## src/sv/spf_pkg.sv

```systemverilog
// Shared types and constants for the servo pose packet framer.
// No dependencies; used by every module of the block.
`default_nettype none

package spf_pkg;

   typedef struct packed {
      logic signed [15:0] yaw_target;
      logic signed [15:0] pitch_target;
      logic signed [15:0] speed_request;
   } req_type;

   typedef struct packed {
      logic [7:0] wire_byte;
      logic       last_byte;
   } rsp_type;

   typedef struct packed {
      logic [9:0] yaw_raw;
      logic [9:0] pitch_goal;
      logic [9:0] speed;
   } cmd_type;

   localparam int unsigned PKT_LEN = 13;

   localparam logic [7:0] HDR_BYTE   = 8'hFF;
   localparam logic [7:0] LEN_BYTE   = 8'h09;
   localparam logic [7:0] OP_WRITE   = 8'h03;
   localparam logic [7:0] ADDR_GOAL  = 8'h2A;
   localparam logic [7:0] ID_YAW     = 8'h01;
   localparam logic [7:0] ID_PITCH   = 8'h02;

   // Byte positions inside one packet.
   localparam logic [3:0] BP_HDR0  = 4'd0;
   localparam logic [3:0] BP_HDR1  = 4'd1;
   localparam logic [3:0] BP_ID    = 4'd2;
   localparam logic [3:0] BP_LEN   = 4'd3;
   localparam logic [3:0] BP_INST  = 4'd4;
   localparam logic [3:0] BP_ADDR  = 4'd5;
   localparam logic [3:0] BP_POSH  = 4'd6;
   localparam logic [3:0] BP_POSL  = 4'd7;
   localparam logic [3:0] BP_TIMH  = 4'd8;
   localparam logic [3:0] BP_TIML  = 4'd9;
   localparam logic [3:0] BP_SPDH  = 4'd10;
   localparam logic [3:0] BP_SPDL  = 4'd11;
   localparam logic [3:0] BP_CSUM  = 4'd12;

   // x*16/50 == x*8/25; divide by 25 as multiply by ceil(2^24/25), exact below 2^24/9.
   localparam logic [19:0] RECIP_25    = 20'd671089;
   localparam int unsigned RECIP_SHIFT = 24;

   localparam logic signed [17:0] POS_CENTER = 18'sd512;
   localparam logic signed [17:0] POS_MIN    = 18'sd200;
   localparam logic signed [17:0] POS_MAX    = 18'sd824;
   localparam logic signed [16:0] PITCH_MID  = 17'sd425;
   localparam logic [9:0]         SPEED_MAX  = 10'd1023;

   localparam logic [2:0] REG_BUS_READY = 3'd0;

   function automatic logic [9:0] sat_pos(input logic signed [17:0] v);
      logic [9:0] r;
      if (v < POS_MIN) begin
         r = POS_MIN[9:0];
      end else if (v > POS_MAX) begin
         r = POS_MAX[9:0];
      end else begin
         r = v[9:0];
      end
      return r;
   endfunction

endpackage

`default_nettype wire

```

## src/sv/servo_pose_packet_framer_top.sv

```systemverilog
// Flow: an accepted command passes the front end and the queue; its 26 bytes then strobe back to back.
// Ordering: the byte serializer sends one command at a time; QUEUE_DEPTH commands
// may be taken ahead. Commands taken while bus_ready is low produce no bytes.
// Reset: synchronous; clears bus_ready, the queue and the serializer. Receiver cannot stall.
// Holds the register port and wires front end, queue and serializer.
// Depends on spf_pkg, spf_front, spf_queue, spf_back.
`default_nettype none

module servo_pose_packet_framer_top #(
   parameter int unsigned QUEUE_DEPTH = 4
) (
   input  wire logic             clock,
   input  wire logic             reset,
   input  wire logic             start,
   output logic                  busy,
   input  wire spf_pkg::req_type req_cmd,
   output logic                  rsp_strobe,
   output spf_pkg::rsp_type      rsp_beat,
   input  wire logic             csr_psel,
   input  wire logic             csr_penable,
   input  wire logic             csr_pwrite,
   input  wire logic [2:0]       csr_paddr,
   input  wire logic [31:0]      csr_pwdata,
   output logic [31:0]           csr_prdata,
   output logic                  csr_pready
);

   localparam int unsigned CW = $clog2(QUEUE_DEPTH+1);

   logic bus_ready_ff, bus_ready_in;
   logic accept, csr_wr;

   logic             cmd_valid;
   spf_pkg::cmd_type cmd, head;
   logic [1:0]       inflight;
   logic [CW-1:0]    count;
   logic [CW:0]      occupied;
   logic             pop;

   assign csr_pready = 1'b1;
   assign csr_wr     = csr_psel & csr_penable & csr_pwrite & csr_pready;

   always_comb begin
      bus_ready_in = bus_ready_ff;
      if (csr_wr && csr_paddr == spf_pkg::REG_BUS_READY) begin
         bus_ready_in = csr_pwdata[0];
      end
   end

   always_ff @(posedge clock) begin
      if (reset) begin
         bus_ready_ff <= 1'b0;
      end else begin
         bus_ready_ff <= bus_ready_in;
      end
   end

   assign csr_prdata = (csr_paddr[2] == spf_pkg::REG_BUS_READY[2]) ? {31'b0, bus_ready_ff}
                                                                  : 32'b0;

   assign occupied = (CW+1)'(count) + (CW+1)'(inflight);
   assign busy     = (occupied >= (CW+1)'(QUEUE_DEPTH));
   assign accept   = start & ~busy;

   spf_front u_front (
      .clock     (clock),
      .reset     (reset),
      .accept    (accept),
      .bus_ready (bus_ready_ff),
      .req       (req_cmd),
      .cmd_valid (cmd_valid),
      .cmd       (cmd),
      .inflight  (inflight)
   );

   spf_queue #(
      .DEPTH (QUEUE_DEPTH)
   ) u_queue (
      .clock     (clock),
      .reset     (reset),
      .push      (cmd_valid),
      .push_data (cmd),
      .pop       (pop),
      .head      (head),
      .count     (count)
   );

   spf_back u_back (
      .clock      (clock),
      .reset      (reset),
      .head_valid (count != '0),
      .head       (head),
      .pop        (pop),
      .rsp_strobe (rsp_strobe),
      .rsp_beat   (rsp_beat)
   );

endmodule

`default_nettype wire

```

## src/sv/spf_front.sv

```systemverilog
// Front end: takes pose commands, maps targets to raw positions and saturates speed.
// Depends on spf_pkg.
`default_nettype none

module spf_front (
   input  wire logic             clock,
   input  wire logic             reset,
   input  wire logic             accept,
   input  wire logic             bus_ready,
   input  wire spf_pkg::req_type req,
   output logic                  cmd_valid,
   output spf_pkg::cmd_type      cmd,
   output logic [1:0]            inflight
);

   logic             a_valid_ff, a_valid_in;
   spf_pkg::req_type a_req_ff;

   logic        b_valid_ff, b_valid_in;
   logic [39:0] yaw_prod_ff, pitch_prod_ff;
   logic        yaw_neg_ff, pitch_neg_ff;
   logic [9:0]  speed_ff, speed_in;

   logic signed [16:0] yaw_ext, pitch_diff;
   logic [16:0]        yaw_mag, pitch_mag;
   logic [39:0]        yaw_prod_in, pitch_prod_in;

   logic signed [17:0] yaw_q, pitch_q, yaw_sum, pitch_sum;

   // Stage A: magnitudes and reciprocal multiply.
   assign yaw_ext    = {a_req_ff.yaw_target[15], a_req_ff.yaw_target};
   assign pitch_diff = {a_req_ff.pitch_target[15], a_req_ff.pitch_target} - spf_pkg::PITCH_MID;
   assign yaw_mag    = yaw_ext[16] ? 17'(-yaw_ext) : 17'(yaw_ext);
   assign pitch_mag  = pitch_diff[16] ? 17'(-pitch_diff) : 17'(pitch_diff);

   assign yaw_prod_in   = {yaw_mag, 3'b000} * spf_pkg::RECIP_25;
   assign pitch_prod_in = {pitch_mag, 3'b000} * spf_pkg::RECIP_25;

   always_comb begin
      if (a_req_ff.speed_request[15]) begin
         speed_in = '0;
      end else if (|a_req_ff.speed_request[14:10]) begin
         speed_in = spf_pkg::SPEED_MAX;
      end else begin
         speed_in = a_req_ff.speed_request[9:0];
      end
   end

   assign a_valid_in = accept & bus_ready;
   assign b_valid_in = a_valid_ff;

   always_ff @(posedge clock) begin
      if (reset) begin
         a_valid_ff <= 1'b0;
         b_valid_ff <= 1'b0;
      end else begin
         a_valid_ff <= a_valid_in;
         b_valid_ff <= b_valid_in;
      end
   end

   always_ff @(posedge clock) begin
      if (accept) begin
         a_req_ff <= req;
      end
      yaw_prod_ff   <= yaw_prod_in;
      pitch_prod_ff <= pitch_prod_in;
      yaw_neg_ff    <= yaw_ext[16];
      pitch_neg_ff  <= pitch_diff[16];
      speed_ff      <= speed_in;
   end

   // Stage B: apply sign about center and clamp.
   assign yaw_q   = $signed({2'b00, yaw_prod_ff[39:spf_pkg::RECIP_SHIFT]});
   assign pitch_q = $signed({2'b00, pitch_prod_ff[39:spf_pkg::RECIP_SHIFT]});

   assign yaw_sum   = yaw_neg_ff ? (spf_pkg::POS_CENTER - yaw_q)
                                 : (spf_pkg::POS_CENTER + yaw_q);
   assign pitch_sum = pitch_neg_ff ? (spf_pkg::POS_CENTER + pitch_q)
                                   : (spf_pkg::POS_CENTER - pitch_q);

   assign cmd_valid      = b_valid_ff;
   assign cmd.yaw_raw    = spf_pkg::sat_pos(yaw_sum);
   assign cmd.pitch_goal = spf_pkg::sat_pos(pitch_sum);
   assign cmd.speed      = speed_ff;

   assign inflight = {1'b0, a_valid_ff} + {1'b0, b_valid_ff};

endmodule

`default_nettype wire

```

## src/sv/spf_queue.sv

```systemverilog
// Command queue between the front end and the byte serializer.
// Depends on spf_pkg.
`default_nettype none

module spf_queue #(
   parameter int unsigned DEPTH = 4
) (
   input  wire logic                       clock,
   input  wire logic                       reset,
   input  wire logic                       push,
   input  wire spf_pkg::cmd_type           push_data,
   input  wire logic                       pop,
   output spf_pkg::cmd_type                head,
   output logic [$clog2(DEPTH+1)-1:0]      count
);

   localparam int unsigned PW = (DEPTH > 1) ? $clog2(DEPTH) : 1;
   localparam int unsigned CW = $clog2(DEPTH+1);

   spf_pkg::cmd_type mem [DEPTH];

   logic [PW-1:0] wr_ptr_ff, wr_ptr_in;
   logic [PW-1:0] rd_ptr_ff, rd_ptr_in;
   logic [CW-1:0] count_ff, count_in;

   always_comb begin
      wr_ptr_in = wr_ptr_ff;
      rd_ptr_in = rd_ptr_ff;
      count_in  = count_ff;
      if (push) begin
         wr_ptr_in = (wr_ptr_ff == PW'(DEPTH - 1)) ? '0 : wr_ptr_ff + 1'b1;
      end
      if (pop) begin
         rd_ptr_in = (rd_ptr_ff == PW'(DEPTH - 1)) ? '0 : rd_ptr_ff + 1'b1;
      end
      if (push && !pop) begin
         count_in = count_ff + 1'b1;
      end else if (pop && !push) begin
         count_in = count_ff - 1'b1;
      end
   end

   always_ff @(posedge clock) begin
      if (reset) begin
         wr_ptr_ff <= '0;
         rd_ptr_ff <= '0;
         count_ff  <= '0;
      end else begin
         wr_ptr_ff <= wr_ptr_in;
         rd_ptr_ff <= rd_ptr_in;
         count_ff  <= count_in;
      end
   end

   always_ff @(posedge clock) begin
      if (push) begin
         mem[wr_ptr_ff] <= push_data;
      end
   end

   assign head  = mem[rd_ptr_ff];
   assign count = count_ff;

endmodule

`default_nettype wire

```

## src/sv/spf_back.sv

```systemverilog
// Byte serializer: frames two servo write packets per queued command, one byte a cycle while the queue is not empty.
// Depends on spf_pkg.
`default_nettype none

module spf_back (
   input  wire logic             clock,
   input  wire logic             reset,
   input  wire logic             head_valid,
   input  wire spf_pkg::cmd_type head,
   output logic                  pop,
   output logic                  rsp_strobe,
   output spf_pkg::rsp_type      rsp_beat
);

   logic       pkt_ff, pkt_in;
   logic [3:0] pos_ff, pos_in;

   logic             strobe_ff;
   spf_pkg::rsp_type beat_ff, beat_in;

   logic [7:0] id_byte, pos_h, pos_l, spd_h, spd_l, csum;
   logic [9:0] pos_raw;
   logic       pkt_end;

   assign id_byte = pkt_ff ? spf_pkg::ID_PITCH : spf_pkg::ID_YAW;
   assign pos_raw = pkt_ff ? head.pitch_goal : head.yaw_raw;
   assign pos_h   = {6'b0, pos_raw[9:8]};
   assign pos_l   = pos_raw[7:0];
   assign spd_h   = {6'b0, head.speed[9:8]};
   assign spd_l   = head.speed[7:0];
   assign csum    = ~(id_byte + spf_pkg::LEN_BYTE + spf_pkg::OP_WRITE + spf_pkg::ADDR_GOAL
                      + pos_h + pos_l + spd_h + spd_l);

   assign pkt_end = (pos_ff == spf_pkg::BP_CSUM);

   always_comb begin
      beat_in.last_byte = pkt_ff & pkt_end;
      unique case (pos_ff)
         spf_pkg::BP_HDR0: beat_in.wire_byte = spf_pkg::HDR_BYTE;
         spf_pkg::BP_HDR1: beat_in.wire_byte = spf_pkg::HDR_BYTE;
         spf_pkg::BP_ID:   beat_in.wire_byte = id_byte;
         spf_pkg::BP_LEN:  beat_in.wire_byte = spf_pkg::LEN_BYTE;
         spf_pkg::BP_INST: beat_in.wire_byte = spf_pkg::OP_WRITE;
         spf_pkg::BP_ADDR: beat_in.wire_byte = spf_pkg::ADDR_GOAL;
         spf_pkg::BP_POSH: beat_in.wire_byte = pos_h;
         spf_pkg::BP_POSL: beat_in.wire_byte = pos_l;
         spf_pkg::BP_TIMH: beat_in.wire_byte = 8'h00;
         spf_pkg::BP_TIML: beat_in.wire_byte = 8'h00;
         spf_pkg::BP_SPDH: beat_in.wire_byte = spd_h;
         spf_pkg::BP_SPDL: beat_in.wire_byte = spd_l;
         spf_pkg::BP_CSUM: beat_in.wire_byte = csum;
         default:          beat_in.wire_byte = 8'h00;
      endcase
   end

   assign pop = head_valid & pkt_ff & pkt_end;

   always_comb begin
      pkt_in = pkt_ff;
      pos_in = pos_ff;
      if (head_valid) begin
         if (pkt_end) begin
            pos_in = '0;
            pkt_in = ~pkt_ff;
         end else begin
            pos_in = pos_ff + 1'b1;
         end
      end
   end

   always_ff @(posedge clock) begin
      if (reset) begin
         pkt_ff    <= 1'b0;
         pos_ff    <= '0;
         strobe_ff <= 1'b0;
      end else begin
         pkt_ff    <= pkt_in;
         pos_ff    <= pos_in;
         strobe_ff <= head_valid;
      end
   end

   always_ff @(posedge clock) begin
      beat_ff <= beat_in;
   end

   assign rsp_strobe = strobe_ff;
   assign rsp_beat   = beat_ff;

endmodule

`default_nettype wire

```

## config.mk

```make
export PLATFORM = sky130hd
export DESIGN_NAME = servo_pose_packet_framer_top
export DESIGN_NICKNAME = d
export VERILOG_FILES = /design/src/sv/spf_pkg.sv /design/src/sv/servo_pose_packet_framer_top.sv /design/src/sv/spf_front.sv /design/src/sv/spf_queue.sv /design/src/sv/spf_back.sv
export SDC_FILE = /design/constraint.sdc
export NUM_CORES = 1
export LEC_CHECK = 0
export ABC_AREA = 1
export BUFFER_PORTS_ARGS = -buffer_cell sky130_fd_sc_hd__buf_2
export CELL_PAD_IN_SITES_DETAIL_PLACEMENT = 1
export CELL_PAD_IN_SITES_GLOBAL_PLACEMENT = 1
export CORE_MARGIN = 5
export CORE_UTILIZATION = 35
export CTS_CLUSTER_DIAMETER = 80
export CTS_CLUSTER_SIZE = 14
export DETAILED_ROUTE_END_ITERATION = 12
export MAX_ROUTING_LAYER = met4
export PLACE_DENSITY_LB_ADDON = 0.1
export SLEW_MARGIN = 30
export SYNTH_ARGS = -nofsm -noshare
export SYNTH_HDL_FRONTEND = slang
export SYNTH_SLANG_ARGS = --single-unit
```

## constraint.sdc

```tcl
create_clock -name clock -period 7.16 [get_ports clock]
set_input_delay 1.074 -clock clock [delete_from_list [all_inputs] [get_ports clock]]
set_output_delay 1.074 -clock clock [all_outputs]
set_load 0.01 [all_outputs]
```

# Yosys cells after proc, flatten, opt, wreduce, memory -nomap -nowiden
# Memory sizes are Yosys's and may differ from the RTL's. A register that Yosys moved wholly into a read port is not among the register bits.
# Cells that the tools add are included.
[op_classes] addsub=21 n_mul=2 magnitude_cmp=5 n_eq_ne=12 mux=22 bitwise_logic=10 n_reduce_logical=12
[op_table] cell="$pmux W8 S10" n=1
[op_table] cell="$mul A17 B20 Y37 const B" n=2
[op_table] cell="$mux W10" n=6
[op_table] cell="$gt A18 B11 Y1 const B" n=2
[op_table] cell="$lt A18 B9 Y1 const B" n=2
[op_table] cell="$mux W18" n=2
[op_table] cell="$add A10 B16 Y17 const A" n=2
[op_table] cell="$mux W17" n=2
[op_table] cell="$sub A10 B16 Y17 const A" n=2
[op_table] cell="$neg A16 Y17" n=1
[op_table] cell="$neg A17 Y17" n=1
[op_table] cell="$sub A16 B10 Y17 const B" n=1
[op_table] cell="$add A8 B2 Y8" n=2
[op_table] cell="$add A8 B8 Y8" n=2
[op_table] cell="$eq A4 B3 Y1 const B" n=4
[op_table] cell="$eq A4 B4 Y1 const B" n=3
[op_table] cell="$mux W2" n=5
[op_table] cell="$add A8 B2 Y8 const B" n=1
[op_table] cell="$add A8 B4 Y8 const B" n=1
[op_table] cell="$add A8 B6 Y8 const B" n=1
[op_table] cell="$eq A4 B2 Y1 const B" n=2
[op_table] cell="$not A8 Y8" n=1
[op_table] cell="$and A1 B1 Y1" n=7
[op_table] cell="$mux W3" n=2
[op_table] cell="21 further kinds" n=29
[word_totals] reg_bits=159 mem_bits_rw=120 input_bits=89 output_inout_bits=44 elab_cells=104 memories=1
[mem_list] name="u_queue.mem" words=4 word_bits=30 read_ports=1 rd_clocked_by_memory_dff=1 wr=1 line="spf_queue.sv:20" rtl="spf_pkg::cmd_type mem [DEPTH];"

# Longest topological paths before layout
[logic_depth] ltp_word=10 ltp_mapped=42 depth_no_buf=42

# By module
# A second synthesis with hierarchy kept.
[hier_totals] hier_cells=2672 area_unflattened_um2=23926.7
[modules_own_cells] module="spf_front" n_inst=1 cells_per_inst=2037 area_per_inst_um2=16978.8 seq_area_each_um2=2362.3
[modules_own_cells] module="spf_queue" n_inst=1 cells_per_inst=348 area_per_inst_um2=4944.7 seq_area_each_um2=3783.6
[modules_own_cells] module="spf_back" n_inst=1 cells_per_inst=232 area_per_inst_um2=1636.6 seq_area_each_um2=300.3
[modules_own_cells] module="servo_pose_packet_framer_top" n_inst=1 cells_per_inst=55 area_per_inst_um2=366.6 seq_area_each_um2=20.0

# Least setup slack after synthesis
# Ideal clock, no wire load.
[synth_path] path_type="register to register" startpoint="register u_front.a_req_ff[34] (netlist bit)" endpoint="register u_front.yaw_prod_ff[37]" setup_time_ns=0.112 t_arrival_ns=6.480 slack_ns=0.568 path_stages_with_launch=30 n_path_buf=0 period_less_slack_ns=6.592 path_cell_list="edfxtp_1 -> nor2_1 -> nand2_1 -> nor3_1 -> nand2_1 -> nor3_1 -> nand3_1 -> nor4_1 -> inv_1 -> fa_1 -> fa_1 -> inv_1 -> fa_1 -> inv_1 -> fa_1 -> inv_1 -> fa_1 -> fa_1 -> ha_1 -> nand2_1 -> nor2_1 -> inv_1 -> nor2_1 -> inv_1 -> nor4_1 -> nand2_1 -> nand2_1 -> nand2_1 -> nand3_1 -> nand2_1"
[synth_between] elab_chain_cells=3
[synth_lines] element="start: declaration" line="spf_front.sv:17" rtl="spf_pkg::req_type a_req_ff;"
[synth_lines] element="start signal: assignment" line="spf_front.sv:64" rtl="a_req_ff <= req;"
[synth_lines] element="$neg A16 Y17" line="spf_front.sv:33" rtl="assign yaw_mag = yaw_ext[16] ? 17'(-yaw_ext) : 17'(yaw_ext);"
[synth_lines] element="$mux W17 (*)" line="spf_front.sv:33"
[synth_lines] element="$mul A17 B20 Y37 (*)" line="spf_front.sv:36" rtl="assign yaw_prod_in = {yaw_mag, 3'b000} * spf_pkg::RECIP_25;"
[synth_lines] element="net u_front.yaw_prod_in[37]" line="spf_front.sv:26" rtl="logic [39:0] yaw_prod_in, pitch_prod_in;"
[synth_lines] element="end signal: assignment" line="spf_front.sv:66" rtl="yaw_prod_ff <= yaw_prod_in;"
[synth_lines] element="end: declaration" line="spf_front.sv:20" rtl="logic [39:0] yaw_prod_ff, pitch_prod_ff;"
# Mark *: on every way through the listed nets, which the timed path passes. The rest lies on a longest branch.
# A chain may end at the register's enable or synchronous reset.

# Final worst setup path
[layout_path] startpoint="register u_front.a_req_ff[16] (netlist bit)" endpoint="register u_front.pitch_prod_ff[36]"
[layout_between] elab_chain_cells=4
[layout_lines] element="$sub A16 B10 Y17 (*)" line="spf_front.sv:32" rtl="assign pitch_diff = {a_req_ff.pitch_target[15], a_req_ff.pitch_target} - spf_pkg::PITCH_MID;"
[layout_lines] element="$neg A17 Y17" line="spf_front.sv:34" rtl="assign pitch_mag = pitch_diff[16] ? 17'(-pitch_diff) : 17'(pitch_diff);"
[layout_lines] element="$mux W17 (*)" line="spf_front.sv:34"
[layout_lines] element="$mul A17 B20 Y37 (*)" line="spf_front.sv:37" rtl="assign pitch_prod_in = {pitch_mag, 3'b000} * spf_pkg::RECIP_25;"
[layout_lines] element="net u_front.pitch_prod_in[36]" line="spf_front.sv:26"
[layout_lines] element="end signal: assignment" line="spf_front.sv:67" rtl="pitch_prod_ff <= pitch_prod_in;"
[layout_lines] element="end: declaration" line="spf_front.sv:20"
# Marks and branches as above.

==> flow_summary_export.csv <==
group,metric,value,unit
run_status,status,"completed",
clocking,cts_buffer_depth,3,
final_layout,final_cell_mix,"607 x inv_1, 355 x nand2_1, 325 x ha_1",
clocking,clock_latency,550,ps
grt,grt_pass1_vias,19600,
min_path,min-delay-start,"u_front.a_valid_ff",
worst_setup_path,critPathMaxFanout,5,
routing,dr_total_vias,17500,
final_layout,drive_above_1_share,9.70,%
routing,ant_nets,0,
logic_synthesis,ys_ff_latch,239,
floorplan,die_width,270,um
timing,max_freq,0.147,GHz
worst_setup_path,worstSetupPathType,"register to register",
final_layout,layout.cells.most_common,"inv_1",
min_path,holdPathEnd,"u_front.cmd_valid",
grt,grt_max_degree,61,
worst_setup_path,r2r-start,"u_front.a_req_ff[16]",
logic_synthesis,ys_warn_count,0,
final_layout,fin_nets,3428,
timing,clock_skew,28.7,ps
routing,dr.pass1.iters,4,
final_layout,synthToLayoutAreaGrowth,11.4,%
routing,drt-total-wl,63100,um
placement,dp_slack,81.6,ps
logic_synthesis,syn_avg_cell_area,8.94,um^2
routing,avgViaCountPerCell,4.75,
logic_synthesis,synth.top_cells.by_area,"edfxtp_1 21%, fa_1 19%, ha_1 17%",
clocking,cts_sinks,239,
timing,period_minus_slack,6780,ps
placement,dp_hpwl,53300,um
logic_synthesis,synthArstFlopShare,0,%
floorplan,io_pins,133,
worst_setup_path,slowest_delay,530,ps
min_path,hp-class,"register to register",
worst_setup_path,path_delay_family,"adder cells",
flow_run,drv_cap,0,
final_layout,postLayoutCoreUtil,39.4,%
timing,maxSlewViolCount,0,
floorplan,rows,95,
logic_synthesis,synth_top_cell_area_share,21.3,%
logic_synthesis,syn-instance-count,2655,
min_path,hold_depth,2,
routing,drt-initial-drc-count,490,
worst_setup_path,start_kind,"register",
timing,rsz0062_at_grt,"true",
timing,setup_ws,379,ps
logic_synthesis,syn_area,23700,um^2
clocking,ctsRootBufferMaster,"clkbuf_16",
logic_synthesis,synth_edf_count,168,
worst_setup_path,reg2reg_depth,30,
worst_setup_path,r2r_end,"u_front.pitch_prod_ff[36]",
logic_synthesis,ys_seq_area_share,27.3,%
timing,setup_viol,0,
grt,grt_first_pass_wirelength,103000,um
floorplan,core_area,67200,um^2
clocking,htreeDepth,1,
routing,wire_per_inst,17.2,um
grt,gr-usage-all-layers,17.8,%
timing,worst_pin_slew,892,ps
timing,final-hold-violation-count,0,
final_layout,fill_cells,7804,
clocking,holdBufCountCts,0,
timing,slew_headroom,40.5,%
floorplan,die_area,73100,um^2
grt,overflow,0,
clocking,clk_pin_slew,60,ps
timing,layout_worst_path_cycle_share,94.7,%
routing,drc,0,
floorplan,die_height,270,um
worst_setup_path,critPathArrivalTime,7220,ps
worst_setup_path,reg2reg_slack,380,ps
logic_synthesis,yosysTopAreaCell,"edfxtp_1",
worst_setup_path,cp.required,7600,ps
clocking,numCtsBuffers,23,
logic_synthesis,synth_cell_types,64,
worst_setup_path,crit_path_top_delay_cell,"fa_1",
final_layout,insertedDiodeCount,0,
logic_synthesis,synth_flop_cell,"edfxtp_1",
placement,routabilityCongestion,0.860,
grt,antenna_found_initial,1,
clocking,cts_tree,"yes",
placement,numPortBuffers,69,
floorplan,initial_utilization,35.3,%
worst_setup_path,crit_buf_inv,5,
worst_setup_path,timing.critical_path.to_type,"register",
synth_stat cells, drive strengths merged, types with 2 or more instances:
| cell | instances |
|---|---|
| a211oi | 4 |
| a21boi | 5 |
| a21o | 5 |
| a21oi | 123 |
| a31oi | 15 |
| a32o | 5 |
| and3 | 3 |
| buf | 42 |
| clkbuf | 21 |
| conb | 2 |
| dfxtp | 71 |
| edfxtp | 168 |
| fa | 220 |
| ha | 331 |
| inv | 622 |
| nand2 | 379 |
| nand3 | 110 |
| nand3b | 6 |
| nand4 | 14 |
| nor2 | 196 |
| nor3 | 34 |
| nor4 | 7 |
| o2111ai | 5 |
| o211a | 2 |
| o211ai | 2 |
| o21a | 12 |
| o21ai | 123 |
| o21bai | 5 |
| o221ai | 15 |
| o22ai | 8 |
| o311ai | 2 |
| o31ai | 5 |
| or2 | 10 |
| xnor2 | 14 |
| xor2 | 59 |
worst max path at each step:
stage,from,endpoint,slack [ps],cells past startpoint
after global routing,u_front.a_req_ff[33],u_front.yaw_prod_ff[37],-30,29
after floorplan,u_front.a_req_ff[34],u_front.yaw_prod_ff[37],570,29
after CTS,u_front.a_req_ff[33],u_front.yaw_prod_ff[37],70,29
after global placement,u_front.a_req_ff[16],u_front.pitch_prod_ff[39],150,33
final,u_front.a_req_ff[16],u_front.pitch_prod_ff[36],380,30
after detailed placement,u_front.a_req_ff[33],u_front.yaw_prod_ff[37],80,29
timing repair:
action,in CTS,in global routing
endpoints found under the setup margin,0,27
setup buffers,0,10
resized for setup,0,52
cells by family after synthesis:
logic type	synth area share, %
buffers and inverters	11.4
AOI/OAI and AO/OA	8.45
DFF	27.3
and+or+nand+nor	14.0
other	0.0317
xor gates and xnor gates	2.90
adders and majority gates	36.0
registers in the layout (all words and copies together), names as in the netlist, 2 cells and up, named ones only:
signal / flops
u_queue.mem: 120
u_front.a_req_ff: 48
u_front.pitch_prod_ff: 16
u_front.yaw_prod_ff: 16
u_front.speed_ff: 10
u_back.rsp_beat: 9
u_back.pos_ff: 4
u_queue.count: 3
u_queue.rd_ptr_ff: 2
u_queue.wr_ptr_ff: 2
metal layers:
metal	up-vias	wire [um]	global-route usage [%]
li1	8673	-	-
met3	63	1310	1.44
met5	-	0	-
met4	0	1020	2.79
met1	8588	29400	23.2
met2	162	31400	31.2
per-stage QoR:
stage                     cell area [um^2]  setup TNS, ps  hold slack [ps]  instances
final                                26400              0              427       3678
after global routing                 26400          -47.0              440       3678
after global placement               25300              0              424       3626
after floorplan                      23900              0              346       2697
after CTS                            26100              0              431       3668
after detailed placement             25300              0              420       3626
layout make-up:
class	count	area [um^2]	share of cell area [%]
multi-input combinational	1773	14900	56.5
sequential	239	6470	24.5
inverter	622	2340	8.85
tap	873	1090	4.13
timing repair buffer	129	796	3.01
clock buffer	35	672	2.54
clock inverter	7	133	0.502
worst reg2reg max path: cells and delay by family (launching register included):
| kind | cells | cell delay (ps) |
|---|---|---|
| adders and majority gates | 8 | 3500 |
| AOI/OAI and AO/OA | 5 | 1030 |
| and+or+nand+nor | 10 | 920 |
| DFF | 1 | 440 |
| xor gates and xnor gates | 2 | 390 |
| buffers and inverters | 5 | 380 |
Power is not shown: default switching activity piles up to over one toggle a cycle in this logic, so the estimate is an artifact.
